<file path="config.mk">
export PLATFORM = sky130hd
export DESIGN_NAME = ksc_ctrl
export DESIGN_NICKNAME = d
export VERILOG_FILES = /design/src/design/ksc_pkg.sv /design/src/design/ksc_ctrl.sv
export SDC_FILE = /design/constraint.sdc
export NUM_CORES = 1
export LEC_CHECK = 0
export ABC_AREA = 1
export BUFFER_PORTS_ARGS = -buffer_cell sky130_fd_sc_hd__buf_2
export CORE_AREA = 5 5 42 44
export CTS_CLUSTER_DIAMETER = 150
export DETAILED_ROUTE_END_ITERATION = 8
export DIE_AREA = 0 0 47 49
export PLACE_DENSITY_LB_ADDON = 0.08
export SYNTH_ARGS = -nofsm -noshare
export SYNTH_HDL_FRONTEND = slang
export SYNTH_SLANG_ARGS = --single-unit
</file>
<file path="constraint.sdc">
create_clock -name clk -period 1.8 [get_ports clk]
set_clock_uncertainty 0.15 [all_clocks]
set_input_delay 0.09 -clock clk [delete_from_list [all_inputs] [get_ports clk]]
set_output_delay 0.09 -clock clk [all_outputs]
set_load 0.02 [all_outputs]
</file>
<file path="src/design/ksc_pkg.sv">
package ksc_pkg;

	localparam int KEY_W = 64;
	localparam int SLOT_OUT_W = 8;

	// lookup item op codes
	localparam logic OP_LOOKUP = 1'b0;
	localparam logic OP_TICK   = 1'b1;

	// sequencer steps, shared by controller and datapath
	localparam logic [3:0] ST_IDLE  = 4'd0;
	localparam logic [3:0] ST_SCAN  = 4'd1;
	localparam logic [3:0] ST_UNL1  = 4'd2;
	localparam logic [3:0] ST_UNL2  = 4'd3;
	localparam logic [3:0] ST_LINK  = 4'd4;
	localparam logic [3:0] ST_LINK2 = 4'd5;
	localparam logic [3:0] ST_CHUNK = 4'd6;
	localparam logic [3:0] ST_POP   = 4'd7;
	localparam logic [3:0] ST_POP2  = 4'd8;
	localparam logic [3:0] ST_RESP  = 4'd9;
	localparam logic [3:0] ST_TICK0 = 4'd10;
	localparam logic [3:0] ST_TICK1 = 4'd11;
	localparam logic [3:0] ST_TWALK = 4'd12;
	localparam logic [3:0] ST_TNEXT = 4'd13;

	typedef struct packed {
		logic [3:0] step;
		logic       accept;
	} cmd_t;

	typedef struct packed {
		logic hit;
		logic scan_miss;
		logic same_frame;
		logic stack_empty;
		logic fill_left;
		logic chunk_last;
		logic head_valid;
		logic walk_null;
		logic out_free;
	} status_t;

endpackage

</file>
<file path="src/design/ksc_ctrl.sv">
module ksc_ctrl (
	input  logic               clk,
	input  logic               arst_n,
	input  logic               in_valid,
	input  logic               in_op,
	output logic               in_ready,
	input  ksc_pkg::status_t   st,
	output ksc_pkg::cmd_t      cmd
);
	logic [3:0] state_q;
	logic [3:0] state_d;

	assign in_ready   = (state_q == ksc_pkg::ST_IDLE);
	assign cmd.step   = state_q;
	assign cmd.accept = in_ready && in_valid;

	always_comb begin
		state_d = state_q;
		unique case (state_q)
			ksc_pkg::ST_IDLE: begin
				if (in_valid) begin
					state_d = (in_op == ksc_pkg::OP_TICK) ? ksc_pkg::ST_TICK0
						: ksc_pkg::ST_SCAN;
				end
			end
			ksc_pkg::ST_SCAN: begin
				if (st.hit) begin
					state_d = st.same_frame ? ksc_pkg::ST_RESP : ksc_pkg::ST_UNL1;
				end else if (st.scan_miss) begin
					if (!st.stack_empty) state_d = ksc_pkg::ST_POP;
					else if (st.fill_left) state_d = ksc_pkg::ST_CHUNK;
					else state_d = ksc_pkg::ST_RESP;
				end
			end
			ksc_pkg::ST_UNL1:  state_d = ksc_pkg::ST_UNL2;
			ksc_pkg::ST_UNL2:  state_d = ksc_pkg::ST_LINK;
			ksc_pkg::ST_LINK:  state_d = st.head_valid ? ksc_pkg::ST_LINK2 : ksc_pkg::ST_RESP;
			ksc_pkg::ST_LINK2: state_d = ksc_pkg::ST_RESP;
			ksc_pkg::ST_CHUNK: begin
				if (st.chunk_last) state_d = ksc_pkg::ST_POP;
			end
			ksc_pkg::ST_POP:   state_d = ksc_pkg::ST_POP2;
			ksc_pkg::ST_POP2:  state_d = ksc_pkg::ST_LINK;
			ksc_pkg::ST_RESP: begin
				if (st.out_free) state_d = ksc_pkg::ST_IDLE;
			end
			ksc_pkg::ST_TICK0: state_d = ksc_pkg::ST_TICK1;
			ksc_pkg::ST_TICK1: state_d = ksc_pkg::ST_TWALK;
			ksc_pkg::ST_TWALK: state_d = st.walk_null ? ksc_pkg::ST_IDLE : ksc_pkg::ST_TNEXT;
			ksc_pkg::ST_TNEXT: state_d = ksc_pkg::ST_TWALK;
			default:           state_d = ksc_pkg::ST_IDLE;
		endcase
	end

	always_ff @(posedge clk or negedge arst_n) begin
		if (!arst_n) state_q <= ksc_pkg::ST_IDLE;
		else state_q <= state_d;
	end
endmodule

</file>
==> metrics.md <==
| Metric | Value |
|---|---|
| Status | finished clean |
| Final Max Tran Viols | 0 |
| P&R area growth vs syn | 28.6% |
| Antenna violations before repair | 0 |
| Final Critical Period | 1.45 ns |
| Initial Utilization | 0.356 |
| Top Registers | state_q: 4 flops |
| Post-synthesis sequential area ratio | 0.201 |
| Drt via density | about 4.4 |
| Final #Nets | 128 |
| CTS tree | done |
| Sw Ratio | 0.567 |
| Share of layout cells above drive strength 1 | 0.354 |
| Clock Sinks | 4 |
| Die width | 47 um |
| DRT Wirelength | 1240 um |
| HP Start | st[3] |
| Internal Power | 449 uW |
| Peak supply drop | 0.903 mV |
| Core Region | 1400 um2 |
| Vias in the first global route | 522 |
| CP arrival | between 1 and 1.5 ns |
| Synth Net Count | about 100 |
| PD cells | 1620 nW/um2 |
| First-pass GRT wire length | 2150 um |
| Flops & latches, synth | 4 |
| Register area | ~100 um2 |
| Worst-Margin Slew | between 0.2 and 0.3 ns |
| Total power | 1.04 mW |
| Worst-skew pair later-pin latency | about 0.23 ns |
| Mapped Avg Cell Area | ~5.5 um2 |
| Routed len/inst | 9.61 um |
| Root Driver | clkbuf_4 |
| Cells after Synth | 91 |
| WS Path Type | flop to output port |
| Die height | 49 um |
| Die area | 2300 um2 |
| Initial DRC Count | 10 |
| Largest net degree at the start of global routing | 8 |
| Top cell type's share of synthesized area | 0.271 |
| DR pass1 iterations | 4 |
| Setup TNS | 0 ns |
| Worst hold slack | around 0.0098 ns |
| Fillers | 169 |
| Antenna fix cells | 0 |
| F_max | 691 MHz |
| Post-CTS Setup Inserts | 0 |
| Yosys top cell by area | nand2_1 |
| Count of different cell masters after synthesis | 15 |
| DP HPWL | 1070 um |
| Maxcap violations | 0 |
| Std cell rows | 14 |
| P_leak | 0.415 nW |
| Final period util | 0.804 |
| Gr usage total | 0.124 |
| Area of the multi-input gates | 339 um2 |
| CP Capture Type | output port |
| H-tree Lvls | 1 |
| Residual DRC | 0 |
| RePlAce Congestion | 0.869 |
| Reg2reg start | state_q[0] |
| RSZ-0062 raised after global routing | no |
| Top cells by area, synth | nand2_1 27%, dfrtp_1 20%, inv_1 9.0% |
| Yosys Warn Count | 0 |
| Worst Hold Class | primary input to flop |
| Synthesized area | 499 um2 |
| Biggest register | state_q |
| Port buffer count | 18 |
| Max reg flops | 4 |
| Via count | ~570 |
| CP Data Required Time | 1.56 ns |
| Hold Fails Final Rpt | 0 |
| Sw power | 588 uW |
| Grt total ovfl | 0 |
| Critical path launch point | state_q[0] |
| Clk slew on worst S/H paths | around 0.04 ns |
| # setup viols final | 0 |
| Sequential Power Share | 0.204 |
| Clk buf depth | 2 |
| Comb pwr share | 0.691 |
| Normalized max-slew margin | 0.826 |
| DRT antenna net count | 0 |
| CTS Buf Count | 3 |
| # IOs | 19 |
| CP Max Fanout | 7 |
| CP Launch Type | flop |
| Clk pwr share | 0.105 |
## cell families (layout without fill, tap and decap cells)
logic type	count (synthesis)	in the layout	share of synthesized area
and+or+nand+nor	69	69	0.652
DFF	4	4	0.201
AOI/OAI and AO/OA	2	2	0.0276
buffers and inverters	16	38	0.120
## metrics by stage
| step | area, um2 | setup WS (ns) | util | cells |
|---|---|---|---|---|
| after floorplan | 499 | 0.309 | - | 91 |
| after global placement | 609 | 0.354 | 0.435 | 125 |
| after detailed placement | 609 | 0.387 | 0.435 | 125 |
| after CTS | 642 | 0.329 | 0.458 | 129 |
| after global routing | 642 | 0.258 | 0.458 | 129 |
| final | 642 | 0.353 | 0.458 | 129 |
## final timing paths
kind	to	slack (ns)	cells past startpoint
min in group asynchronous	state_q[1]	0.04	2
max in group asynchronous	state_q[2]	1.35	2
setup reg to reg	state_q[2]	0.36	7
setup / recovery	cmd[0]	0.35	4
hold reg to reg	state_q[1]	0.62	3
hold / removal	state_q[1]	0.01	3
## synth_stat cells
cell type   n
nor2_2      4
nand2_2     7
nand2_1    36
o21ai_1     1
inv_2       4
nand3_1     7
nand3b_2    1
dfrtp_1     4
nor3_1      1
nor2_4      2
inv_1      12
nor2_1      9
nand4_1     1
nand3b_1    1
o21ai_2     1
## worst max-delay path: stages, from the launching register on
cell and delay, ns:
dfrtp_1 0.46, inv_2 0.11, nand2_2 0.07, nor3_1 0.15, buf_2 0.19
## power groups by stage
stage	registers (mW)	clock network (mW)	logic, mW
final	0.212	0.109	0.716
after global routing	0.221	0.125	0.807
after CTS	0.212	0.114	0.726
after detailed placement	0.213	0	0.720
after global placement	0.209	0	0.730
after floorplan	0.247	0	0.493
## routing by layer
| metal | global-route usage | routed length, um | up-vias |
|---|---|---|---|
| li1 | - | - | 318 |
| met1 | 0.171 | 568 | 245 |
| met2 | 0.190 | 636 | 6 |
| met3 | 0.0111 | 35 | 0 |
| met4 | 0.0553 | 0 | 0 |
| met5 | 0 | 0 | - |
## cell usage in the layout (no fill, tap or decap)
master / count
nand4_1: 1
nor3_1: 1
o21ai_1: 1
nand3b_1: 1
nor2_1: 9
buf_2: 18
dfrtp_1: 4
inv_1: 12
clkbuf_4: 3
nor2_4: 2
dlygate4sd3_1: 1
nand2_1: 36
nand3b_2: 1
nand3_1: 7
inv_2: 4
nor2_2: 4
nand2_2: 7
o21ai_2: 1
## layout make-up
type | count | area share
Tap cell | 16 | 0.0312
Sequential cell | 4 | 0.156
Clock buffer | 3 | 0.0351
Multi-Input combinational cell | 71 | 0.528
Inverter | 16 | 0.0936
Timing Repair Buffer | 19 | 0.156
## timing repair
item,in CTS,in global routing
hold buffers,1,0
resized for setup,0,0
endpoints found under the hold margin,4,0
Note: power is estimated with default switching activity, not from simulation.
